## config.mk

```make
export PLATFORM = sky130hd
export DESIGN_NAME = ctdn_front
export DESIGN_NICKNAME = d
export VERILOG_FILES = /design/src/design/ctdn_pkg.sv /design/src/design/ctdn_front.sv
export SDC_FILE = /design/constraint.sdc
export NUM_CORES = 1
export LEC_CHECK = 0
export BUFFER_PORTS_ARGS = -buffer_cell sky130_fd_sc_hd__buf_2
export CAP_MARGIN = 30
export CORE_MARGIN = 2
export CORE_UTILIZATION = 56
export DETAILED_ROUTE_END_ITERATION = 8
export HOLD_SLACK_MARGIN = 0.15
export PLACE_DENSITY = 0.81
export RECOVER_POWER = 50
export SLEW_MARGIN = 20
export SYNTH_ARGS = -nofsm -noshare
export SYNTH_HDL_FRONTEND = slang
export SYNTH_SLANG_ARGS = --single-unit
```

## constraint.sdc

```tcl
create_clock -name clk -period 4.2 [get_ports clk]
set_input_delay 0.63 -clock clk [delete_from_list [all_inputs] [get_ports clk]]
set_output_delay 0.63 -clock clk [all_outputs]
set_load 0.05 [all_outputs]
```

## src/design/ctdn_pkg.sv

```systemverilog
// Shared types, constants and the restoring-division step for the
// clock-tick to epoch-nanosecond converter. No dependencies.
package ctdn_pkg;

  // Fixed arithmetic constants.
  localparam logic [29:0] NS_PER_SEC = 30'd1000000000;
  localparam logic [33:0] FREQ_MAX   = 34'd9223372036;
  localparam logic [33:0] FREQ_RESET = 34'd1000000000;
  // Largest quotient magnitude whose product with one billion fits in 64 signed bits.
  localparam logic [63:0] QMAG_MAX   = 64'd9223372036;

  // Divider depths: one quotient bit per stage.
  localparam int QDIV_STEPS = 64;
  localparam int RDIV_STEPS = 30;

  // Configuration register indexes.
  localparam logic [1:0] CFG_FREQ      = 2'd0;
  localparam logic [1:0] CFG_REF_TICKS = 2'd1;
  localparam logic [1:0] CFG_REF_NS    = 2'd2;

  // Sign and magnitude of the tick difference.
  typedef struct packed {
    logic        neg;
    logic [63:0] mag;
  } front_t;

  // One stage of the tick divider: dividend bits shift out of work while
  // quotient bits shift in.
  typedef struct packed {
    logic        neg;
    logic [63:0] work;
    logic [33:0] rem;
  } qdiv_t;

  // One stage of the remainder divider; the tick quotient rides along.
  typedef struct packed {
    logic                  neg;
    logic [63:0]           qmag;
    logic [RDIV_STEPS-1:0] work;
    logic [33:0]           rem;
  } rdiv_t;

  // Final result beat.
  typedef struct packed {
    logic        ovf;
    logic [63:0] ns;
  } result_t;

  // One restoring-division step. The partial remainder is always below the
  // divisor, so the trial difference never needs more than 35 bits.
  // Returns {quotient bit, new remainder}.
  function automatic logic [34:0] div_step(logic [33:0] rem, logic din,
                                           logic [33:0] divisor);
    logic [34:0] trial;
    logic [34:0] diff;
    trial = {rem, din};
    diff  = trial - {1'b0, divisor};
    if (!diff[34]) begin
      return {1'b1, diff[33:0]};
    end
    return {1'b0, trial[33:0]};
  endfunction

endpackage

```

## src/design/ctdn_front.sv

```systemverilog
// Input stages: tick difference against the reference reading, then sign
// and magnitude. Depends on ctdn_pkg.
module ctdn_front import ctdn_pkg::*; (
  input  logic        clk,
  input  logic        rst,
  input  logic        adv,
  input  logic        in_vld,
  input  logic [63:0] in_ticks,
  input  logic [63:0] ref_ticks,
  output logic        out_vld,
  output front_t      dout
);

  logic        diff_vld;
  logic [63:0] diff;

  // Valid bits move with the pipeline.
  always_ff @(posedge clk) begin
    if (rst) begin
      diff_vld <= 1'b0;
      out_vld  <= 1'b0;
    end else if (adv) begin
      diff_vld <= in_vld;
      out_vld  <= diff_vld;
    end
  end

  // Wrapping difference, then absolute value with the sign kept aside.
  always_ff @(posedge clk) begin
    if (adv) begin
      diff     <= in_ticks - ref_ticks;
      dout.neg <= diff[63];
      dout.mag <= diff[63] ? (~diff + 64'd1) : diff;
    end
  end

endmodule

```

==> impl_metrics.py <==
metrics = {
    "outcome": {
        "status": "finished, violations left",
        "violations": "DRC, capacitance limit, slew limit",
    },
    "timing": {
        "final-hold-violation-count": 0,
        "fin_setup_tns_ns": 0,
        "fin_crit_ns": 3.72,
        "finalSetupViolations": 0,
        "timing.final.crit_share_pct": 88.6,
        "max_slew_margin_pct": -14.7,
        "rsz0062_at_grt": "false",
        "tightest_slew_ns": 1.72,
        "max_freq_ghz": 0.269,
        "skew_ns": 0.0102,
        "final_max_slew_viol_count": 134,
    },
    "global_routing": {
        "grtUsageTotal_pct": 26.2,
        "antenna_found_initial": 0,
        "grt_pass1_vias": 7549,
        "grt_max_degree": 70,
        "grt_pass1_wl_um": 37400,
        "grt_overflow": 0,
    },
    "clock_tree": {
        "cts.root.buffer_cell": "clkbuf_16",
        "ctsHoldBuffers": 0,
        "clk_latency_ns": 0.42,
        "postCtsSetupBuffers": 0,
        "clk_path_buf_depth": 2,
        "cts_tree": "yes",
        "cts_sinks": 131,
        "h-tree-depth": 4,
        "path_clk_slew_ns": 0.05,
        "cts_resized": 0,
        "cts_inserted_buffers": 17,
    },
    "floorplanning": {
        "coreArea_mm2": 0.0165,
        "start_util_pct": 57.1,
        "io_pins": 198,
        "dieArea_mm2": 0.0179,
        "fp-row-count": 47,
        "die_x_um": 134,
        "die_y_um": 134,
    },
    "worst_setup_path": {
        "critPathCaptureType": "flop",
        "path_buf_inv": 3,
        "crit_required_ns": 4.42,
        "path_max_fanout": 8,
        "startpoint_type": "primary input",
        "cp_data_arrival_time_ns": 3.94,
        "cpMostUsedCell": "or3_1",
        "reg2regPathDepth": 9,
        "cp.depth": 13,
        "cpMaxStageDelayCell": "o31ai_1",
        "critPathTopFamily": "compound AO/OA/AOI/OAI gates",
        "cpPeakStageDelay_ns": 0.51,
        "path_class": "in -> reg",
        "path_cells": "buf_2 -> inv_1 -> ha_1 -> nand4_1 -> or3_1 -> or3_1 -> a311oi_1 -> a211oi_1 -> buf_4 -> o31ai_1 -> nand3_1 -> o21ai_0 -> xor2_1",
    },
    "placed_design": {
        "post-dp-hpwl_um": 18000,
        "portBuffers": 197,
        "place.gp.congestion": 0.959,
    },
    "synthesis": {
        "synthMuxAreaShare_pct": 0.571,
        "synth_nets": 1171,
        "synthAdderAreaFrac_pct": 8.70,
        "synth_top_family_by_area": "compound AO/OA/AOI/OAI gates",
        "avgSynthCellArea_um2": 9.68,
        "yosysMostFrequentCell": "edfxtp_1",
        "synth-compound-area-share_pct": 18.7,
        "syn_area_mm2": 0.00943,
        "synth_common_cells": "edfxtp_1, inv_1, xnor2_1",
        "yosysWarnings": 0,
        "synth_edf_count": 129,
        "synthArstFlopShare_pct": 0,
        "yosysTopAreaCell": "edfxtp_1",
        "synth.distinct_cells": 68,
        "synthFlopType": "edfxtp_1",
        "synth_cells": 974,
        "synth_top_area_share_pct": 41.1,
        "synthXorXnorAreaFrac_pct": 10.5,
        "ys_ff_latch": 131,
        "yosys.area_share.simple_pct": 15.4,
        "netlist_top_cells_area": "edfxtp_1, ha_1, xnor2_1, a21oi_1, inv_1",
        "yosysSeqAreaShare_pct": 41.5,
    },
    "final_layout": {
        "n_fill_cell": 1387,
        "synthToLayoutAreaGrowth_pct": 18.6,
        "antenna_cells": 0,
        "multiInputGateArea_mm2": 0.00508,
        "regArea_mm2": 0.00391,
        "drive_gt1_share_pct": 17.1,
        "nets": 1367,
    },
    "power_and_ir_drop": {
        "ir_drop_v": 0.000384,
        "p_leak_nw": 4.64,
        "power_mw": 5.04,
        "powerDensity_mw_per_mm2": 451,
    },
    "routing": {
        "routed_wl_um": 23300,
        "postRouteAntennaNets": 0,
        "drc": 1,
        "dr.first_iter.drc_count": 681,
        "first_pass_iters": 7,
        "routedWlPerCell_um": 16.6,
        "via_per_inst": 5.80,
        "num_vias": 8142,
    },
    "hold_path": {
        "holdPathStages": 2,
        "worst_hold_path_type": "in -> reg",
    },
    "flow_run": {
        "maxCapViolations": 2,
    },
}
==> cell usage in the layout (no fill, tap or decap), drive strengths merged, types with 8 or more instances in the layout <==
cell,n
clkbuf,82
nand4,18
nor2b,8
nand2,85
xnor2,88
nand3,16
xor2,25
o21ai,62
o21bai,15
nor3,23
edfxtp,129
nand2b,10
or3,21
a21oi,78
o31ai,23
or2,9
nor2,42
buf,140
ha,64
a21o,32
or4,15
inv,89
==> state kept, by name, summed over array words and instances, names as in the netlist <==
register and count:
dout 65, diff 64, diff_vld 1, out_vld 1
==> path summary, 6_finish.rpt <==
kind | slack, ns | start | end
hold reg to reg | 0.52 | diff_vld$_SDFFE_PP0P_ | diff_vld$_SDFFE_PP0P_
setup / recovery | 0.48 | ref_ticks[18] | diff[61]$_DFFE_PP_
setup reg to reg | 0.52 | diff[3]$_DFFE_PP_ | dout[56]$_DFFE_PP_
hold / removal | 0.40 | rst | diff_vld$_SDFFE_PP0P_
==> layer usage <==
| metal | global-route usage, % | vias up | share of wire, % |
|---|---|---|---|
| li1 | - | 3982 | - |
| met1 | 36.3 | 3739 | 44 |
| met2 | 41.4 | 382 | 45 |
| met3 | 5.10 | 39 | 7.8 |
| met4 | 9.40 | 0 | 2.2 |
| met5 | 0 | - | 0 |
==> logic make-up (layout without fill, tap and decap cells) <==
family | after synthesis | count (layout)
AOI/OAI and AO/OA | 273 | 273
and+or+nand+nor | 270 | 270
DFF | 131 | 131
buffers and inverters | 117 | 326
xor gates and xnor gates | 113 | 113
adders and majority gates | 65 | 65
muxes | 5 | 5
==> through the flow <==
| step | worst slack [ns] | hold WS [ns] | cells | utilization, % | cell area, um^2 |
|---|---|---|---|---|---|
| 2_1_floorplan | 0.777 | 0.424 | 974 | - | 9430 |
| 3_3_place_gp | 0.155 | 0.470 | 1371 | 64.5 | 10700 |
| 3_5_place_dp | 0.140 | 0.500 | 1371 | 64.5 | 10700 |
| 4_1_cts | 0.546 | 0.387 | 1403 | 68.2 | 11300 |
| 5_1_grt | 0.289 | 0.385 | 1403 | 67.7 | 11200 |
| 6_report | 0.479 | 0.401 | 1403 | 67.7 | 11200 |
==> power by group <==
part / leakage [nW] / internal, mW / switching (mW)
Clock: 0.290 / 0.985 / 0.535
Sequential: 1.28 / 1.78 / 0.179
Combinational: 3.07 / 0.509 / 1.06
==> area by class of cell <==
class | instances | area share [%]
tap | 220 | 2.46
clock inverter | 15 | 1.70
multi-input combinational | 726 | 45.4
sequential | 131 | 35.0
timing repair buffer | 205 | 8.63
clock buffer | 17 | 3.80
inverter | 89 | 2.99
No activity file was read; power rests on OpenSTA's default activity.
