===== src/design/ctdn_pkg.sv =====
// Shared types, constants and the restoring-division step for the
// clock-tick to epoch-nanosecond converter. No dependencies.
package ctdn_pkg;

  // Fixed arithmetic constants.
  localparam logic [29:0] NS_PER_SEC = 30'd1000000000;
  localparam logic [33:0] FREQ_MAX   = 34'd9223372036;
  localparam logic [33:0] FREQ_RESET = 34'd1000000000;
  // Largest quotient magnitude whose product with one billion fits in 64 signed bits.
  localparam logic [63:0] QMAG_MAX   = 64'd9223372036;

  // Divider depths: one quotient bit per stage.
  localparam int QDIV_STEPS = 64;
  localparam int RDIV_STEPS = 30;

  // Configuration register indexes.
  localparam logic [1:0] CFG_FREQ      = 2'd0;
  localparam logic [1:0] CFG_REF_TICKS = 2'd1;
  localparam logic [1:0] CFG_REF_NS    = 2'd2;

  // Sign and magnitude of the tick difference.
  typedef struct packed {
    logic        neg;
    logic [63:0] mag;
  } front_t;

  // One stage of the tick divider: dividend bits shift out of work while
  // quotient bits shift in.
  typedef struct packed {
    logic        neg;
    logic [63:0] work;
    logic [33:0] rem;
  } qdiv_t;

  // One stage of the remainder divider; the tick quotient rides along.
  typedef struct packed {
    logic                  neg;
    logic [63:0]           qmag;
    logic [RDIV_STEPS-1:0] work;
    logic [33:0]           rem;
  } rdiv_t;

  // Final result beat.
  typedef struct packed {
    logic        ovf;
    logic [63:0] ns;
  } result_t;

  // One restoring-division step. The partial remainder is always below the
  // divisor, so the trial difference never needs more than 35 bits.
  // Returns {quotient bit, new remainder}.
  function automatic logic [34:0] div_step(logic [33:0] rem, logic din,
                                           logic [33:0] divisor);
    logic [34:0] trial;
    logic [34:0] diff;
    trial = {rem, din};
    diff  = trial - {1'b0, divisor};
    if (!diff[34]) begin
      return {1'b1, diff[33:0]};
    end
    return {1'b0, trial[33:0]};
  endfunction

endpackage


===== src/design/ctdn_back.sv =====
// Scales the tick quotient by one billion in two partial products, restores
// signs, adds the scaled remainder and the reference time, and tracks signed
// overflow. Depends on ctdn_pkg.
module ctdn_back import ctdn_pkg::*; (
  input  logic        clk,
  input  logic        rst,
  input  logic        adv,
  input  logic        in_vld,
  input  rdiv_t       din,
  input  logic [63:0] ref_ns,
  output logic        out_vld,
  output result_t     dout
);

  logic [4:0]            vld;

  logic [61:0]           s1_lo;
  logic [31:0]           s1_qhi;
  logic                  s1_neg;
  logic                  s1_ovf;
  logic [RDIV_STEPS-1:0] s1_sq;

  logic [61:0]           s2_lo;
  logic [31:0]           s2_hi;
  logic                  s2_neg;
  logic                  s2_ovf;
  logic [RDIV_STEPS-1:0] s2_sq;

  logic [63:0]           s3_pm;
  logic                  s3_neg;
  logic                  s3_ovf;
  logic [RDIV_STEPS-1:0] s3_sq;

  logic [63:0]           s4_p;
  logic [63:0]           s4_sr;
  logic                  s4_ovf;

  logic [63:0]           s5_sum;
  logic                  s5_ovf;

  logic [61:0]           hi_prod;
  logic [63:0]           pm;
  logic [63:0]           sq_ext;
  logic [63:0]           sum5;
  logic [63:0]           sum6;
  logic                  add5_ovf;
  logic                  add6_ovf;

  // Arithmetic between the stage registers.
  always_comb begin
    hi_prod  = {30'b0, s1_qhi} * {32'b0, NS_PER_SEC};
    pm       = {2'b0, s2_lo} + {s2_hi, 32'b0};
    sq_ext   = {{(64-RDIV_STEPS){1'b0}}, s3_sq};
    sum5     = s4_p + s4_sr;
    sum6     = s5_sum + ref_ns;
    add5_ovf = (s4_p[63] == s4_sr[63]) && (sum5[63] != s4_p[63]);
    add6_ovf = (s5_sum[63] == ref_ns[63]) && (sum6[63] != s5_sum[63]);
  end

  always_ff @(posedge clk) begin
    if (rst) begin
      vld     <= '0;
      out_vld <= 1'b0;
    end else if (adv) begin
      vld     <= {vld[3:0], in_vld};
      out_vld <= vld[4];
    end
  end

  always_ff @(posedge clk) begin
    if (adv) begin
      // Low partial product and the range check on the quotient.
      s1_lo  <= {30'b0, din.qmag[31:0]} * {32'b0, NS_PER_SEC};
      s1_qhi <= din.qmag[63:32];
      s1_neg <= din.neg;
      s1_ovf <= din.qmag > QMAG_MAX;
      s1_sq  <= din.work;
      // High partial product; only its low word survives the 2^32 shift.
      s2_lo  <= s1_lo;
      s2_hi  <= hi_prod[31:0];
      s2_neg <= s1_neg;
      s2_ovf <= s1_ovf;
      s2_sq  <= s1_sq;
      // Scaled magnitude modulo 2^64.
      s3_pm  <= pm;
      s3_neg <= s2_neg;
      s3_ovf <= s2_ovf;
      s3_sq  <= s2_sq;
      // Both terms take the sign of the tick difference.
      s4_p   <= s3_neg ? (~s3_pm + 64'd1) : s3_pm;
      s4_sr  <= s3_neg ? (~sq_ext + 64'd1) : sq_ext;
      s4_ovf <= s3_ovf;
      // Add the scaled remainder.
      s5_sum <= sum5;
      s5_ovf <= s4_ovf | add5_ovf;
      // Add the reference time.
      dout.ns  <= sum6;
      dout.ovf <= s5_ovf | add6_ovf;
    end
  end

endmodule


===== config.mk =====
export PLATFORM = sky130hd
export DESIGN_NAME = ctdn_back
export DESIGN_NICKNAME = d
export VERILOG_FILES = /design/src/design/ctdn_pkg.sv /design/src/design/ctdn_back.sv
export SDC_FILE = /design/constraint.sdc
export NUM_CORES = 2
export LEC_CHECK = 0
export ABC_AREA = 0
export BUFFER_PORTS_ARGS = -buffer_cell sky130_fd_sc_hd__buf_4
export CORE_MARGIN = 1.5
export CORE_UTILIZATION = 26
export CTS_CLUSTER_DIAMETER = 80
export DETAILED_ROUTE_END_ITERATION = 12
export GPL_ROUTABILITY_DRIVEN = 0
export PLACE_DENSITY_LB_ADDON = 0.1
export SYNTH_ARGS = -nofsm -noshare
export SYNTH_HDL_FRONTEND = slang
export SYNTH_SLANG_ARGS = --single-unit

===== constraint.sdc =====
create_clock -name clk -period 8 [get_ports clk]
set_input_delay 1.6 -clock clk [delete_from_list [all_inputs] [get_ports clk]]
set_output_delay 1.6 -clock clk [all_outputs]
set_load 0.03 [all_outputs]

==> summary.md <==
| Metric | Value |
|---|---|
| Outcome | `complete, no violations` |
| Rows | `151` |
| GRT Resource Usage Total | `13.2%` |
| Synth-to-layout area growth | `19.7%` |
| Placed Instances | `6442` |
| Largest net degree at the start of global routing | `142` |
| CP arrival | `8.30 ns` |
| Post-DP HPWL | `96000 um` |
| Synth warnings | `0` |
| DR iter-0 viols | `1218` |
| CP Data Required Time | `8.49 ns` |
| CP Max Fanout | `3` |
| Post-synthesis async set-or-reset flop share | `0%` |
| Die width | `415 um` |
| Dpl ws | `-0.558 ns` |
| Setup CP Type | `in -> reg` |
| Router iterations before antenna repair | `7` |
| Fmax | `0.128 GHz` |
| Mean Syn Cell Area | `11.6 sq um` |
| FF-to-FF setup slack | `2.08 ns` |
| Nets | `5431` |
| Vias | `27900` |
| Distinct cells, synth | `77` |
| Worst Hold Class | `reg -> reg` |
| H-tree levels | `3` |
| Max Used Layer | `met4` |
| Clk slew on worst S/H paths | `0.06 ns` |
| Met2 routed wirelength | `53000 um` |
| Tcrit/Tclk final | `97.7%` |
| Detailed-route wire length | `113000 um` |
| CP Launch Point | `din[69]` |
| Commonest non-fill, non-tap cell in the layout | `inv_1` |
| Share of layout cells above drive strength 1 | `14.7%` |
| Post-Syn Nets | `4927` |
| Slew HR | `32.6%` |
| Startpoint Class | `primary input` |
| Max Cap Viol | `0` |
| Antenna violations before repair | `2` |
| Metal-1 WL | `54900 um` |
| # clock sinks | `554` |
| PnR worst setup slack | `0.187 ns` |
| Core area | `169000 sq um` |
| CTS buffer count | `74` |
| Post-synth EDFFs | `548` |
| Mapped cell area | `44200 sq um` |
| Top FF cell, synth | `edfxtp_1` |
| Worst Reg-to-Reg Cells | `14` |
| Wire per inst | `17.2 um` |
| Clock skew | `0.0284 ns` |
| Seq/Total Area, Yosys | `37.5%` |
| Final Setup Violations | `0` |
| IO buf count | `228` |
| Slew @ Worst Pin | `1.01 ns` |
| DRC violations left | `0` |
| Ports | `263` |
| Tmin final | `7.81 ns` |
| CTS Hold Buffers Added | `0` |
| Max-slew violations | `0` |
| Routed Antenna Nets | `0` |
| Reg-to-reg critical path startpoint | `s1_qhi[2]` |
| Die Y | `415 um` |
| Cells after Synth | `3798` |
| Post-Layout Cell Count | `6581` |
| Remaining global-route overflow | `0` |
| Met3 wire length | `2840 um` |
| RSZ-0062 raised after global routing | `true` |
| Die area | `172000 sq um` |
| Crit. End Element | `flip-flop` |
| Clock latency on the worst-skew pair | `0.65 ns` |
| Worst setup path end | `s1_lo[59]` |
| Reg2reg end | `s2_hi[31]` |
| Number of global-route vias before repair | `29900` |
| First-pass GRT wire length | `176000 um` |
| Vias per inst | `4.24` |
| Most frequent cells in the layout | `inv_1, edfxtp_1, ha_1` |
| Initial core utilization | `26.1%` |
| Maximum root-to-sink buffer count | `3` |
| CTS root buffer | `clkbuf_16` |
| TritonCTS clock tree | `yes` |
| Number of synthesized register bits | `554` |
| Final Hold Fails | `0` |
==> Yosys cell counts (5+ instances only) <==
| cell | instances | area share (%) |
|---|---|---|
| a211oi_1 | 15 | 0.25 |
| a21oi_1 | 200 | 2.3 |
| o41ai_1 | 13 | 0.26 |
| o211a_1 | 6 | 0.14 |
| and2_1 | 17 | 0.24 |
| o31a_1 | 16 | 0.32 |
| edfxtp_1 | 548 | 37 |
| nand3_1 | 65 | 0.74 |
| nand2_1 | 136 | 1.2 |
| a311oi_1 | 6 | 0.12 |
| or2_2 | 9 | 0.13 |
| a31o_2 | 6 | 0.12 |
| nor2b_1 | 30 | 0.42 |
| dfxtp_1 | 6 | 0.27 |
| a41oi_1 | 6 | 0.12 |
| or4_1 | 9 | 0.15 |
| inv_1 | 682 | 5.8 |
| ha_1 | 531 | 15 |
| a21o_1 | 101 | 1.7 |
| nand4_1 | 29 | 0.41 |
| a2111oi_0 | 9 | 0.18 |
| mux2i_1 | 8 | 0.18 |
| nor4_1 | 12 | 0.17 |
| a21boi_0 | 10 | 0.17 |
| clkbuf_1 | 48 | 0.41 |
| o211ai_1 | 11 | 0.19 |
| fa_1 | 401 | 18 |
| nor2_1 | 131 | 1.1 |
| a211o_1 | 5 | 0.099 |
| or3_1 | 25 | 0.35 |
| a31oi_1 | 19 | 0.27 |
| o21ai_0 | 120 | 1.4 |
| xor2_1 | 62 | 1.2 |
| o21a_1 | 45 | 0.76 |
| and3_1 | 21 | 0.30 |
| o311ai_0 | 5 | 0.099 |
| nor3_1 | 39 | 0.44 |
| o2111ai_1 | 6 | 0.12 |
| xnor2_1 | 235 | 4.7 |
| o21bai_1 | 23 | 0.39 |
| nand2b_1 | 27 | 0.38 |
| and4_1 | 8 | 0.16 |
| a311o_1 | 5 | 0.11 |
| o31ai_1 | 32 | 0.54 |
==> kinds of logic after synthesis <==
kind of cell | Yosys count | share of synthesized area (%)
compound gates | 684 | 10.2
buf+inv | 736 | 6.31
fa+ha+maj | 932 | 33.2
mux | 8 | 0.181
flops | 554 | 37.5
xor+xnor | 297 | 5.89
simple gates | 587 | 6.74
==> per-stage QoR <==
stage | instance area [sq um] | setup TNS [ns] | utilization (%) | hold slack, ns
final | 52900 | 0 | 31.3 | 0.397
after floorplan | 44200 | 0 | - | 0.400
after global placement | 50500 | -5.70 | 29.8 | 0.401
after detailed placement | 50500 | -6.07 | 29.8 | 0.405
after global routing | 52900 | -0.0488 | 31.3 | 0.407
after CTS | 52900 | 0 | 31.3 | 0.389
==> area by class of cell <==
type,count,area [sq um]
clock inverter,52,463
tap,2218,2780
sequential,554,16600
antenna,1,2.50
fill,17400,116000
clock buffer,84,1920
multi-input combinational,2508,24900
timing repair buffer,482,3700
inverter,682,2570
==> critical path: stages <==
cell and delay (ns):
buf_4 0.08, inv_1 0.07, buf_4 0.15, fa_1 0.50
fa_1 0.43, fa_1 0.51, fa_1 0.52, fa_1 0.54
inv_1 0.06, fa_1 0.57, inv_1 0.07, fa_1 0.51
inv_1 0.07, ha_4 0.24, and2_1 0.18, and3_1 0.20
a21o_1 0.20, a221oi_2 0.38, inv_1 0.12, o311ai_4 0.27
a311o_1 0.22, a21oi_1 0.08, or4b_2 0.62, nand3_1 0.10
==> worst min path at each step <==
stage / start / end / slack (ns) / cells after the start
finish: s1_lo[18] / s2_lo[18] / 0.40 / 0
detailed placement: s1_lo[18] / s2_lo[18] / 0.40 / 0
CTS: s1_lo[18] / s2_lo[18] / 0.39 / 0
global placement: s2_neg / s3_neg / 0.40 / 0
floorplan: s1_lo[10] / s2_lo[10] / 0.40 / 0
global route: s2_sq[24] / s3_sq[24] / 0.41 / 0
==> state kept, by name (all words and copies together), names as in the netlist, 5 cells and up <==
signal,count
dout,65
s4_p,55
s3_pm,55
s1_lo,53
s2_hi,23
s3_sq,30
s5_sum,64
s1_qhi,23
vld,5
s2_sq,30
s4_sr,59
s1_sq,30
s2_lo,53
==> metal layers <==
metal  vias up  track usage (%)
met5         -                0
li1      14200                -
met2       350             22.2
met1     13300             17.9
met4         0             3.55
met3       123             1.60
==> repair_timing <==
item,CTS,global route
buffers inserted,0,2
gates resized for setup,0,8
endpoints found under the setup margin,0,4
endpoints found under the hold margin,0,0
Power is left out: the tool's default activity adds up to more than one toggle a clock period on the data nets, which glitch-free logic cannot reach.
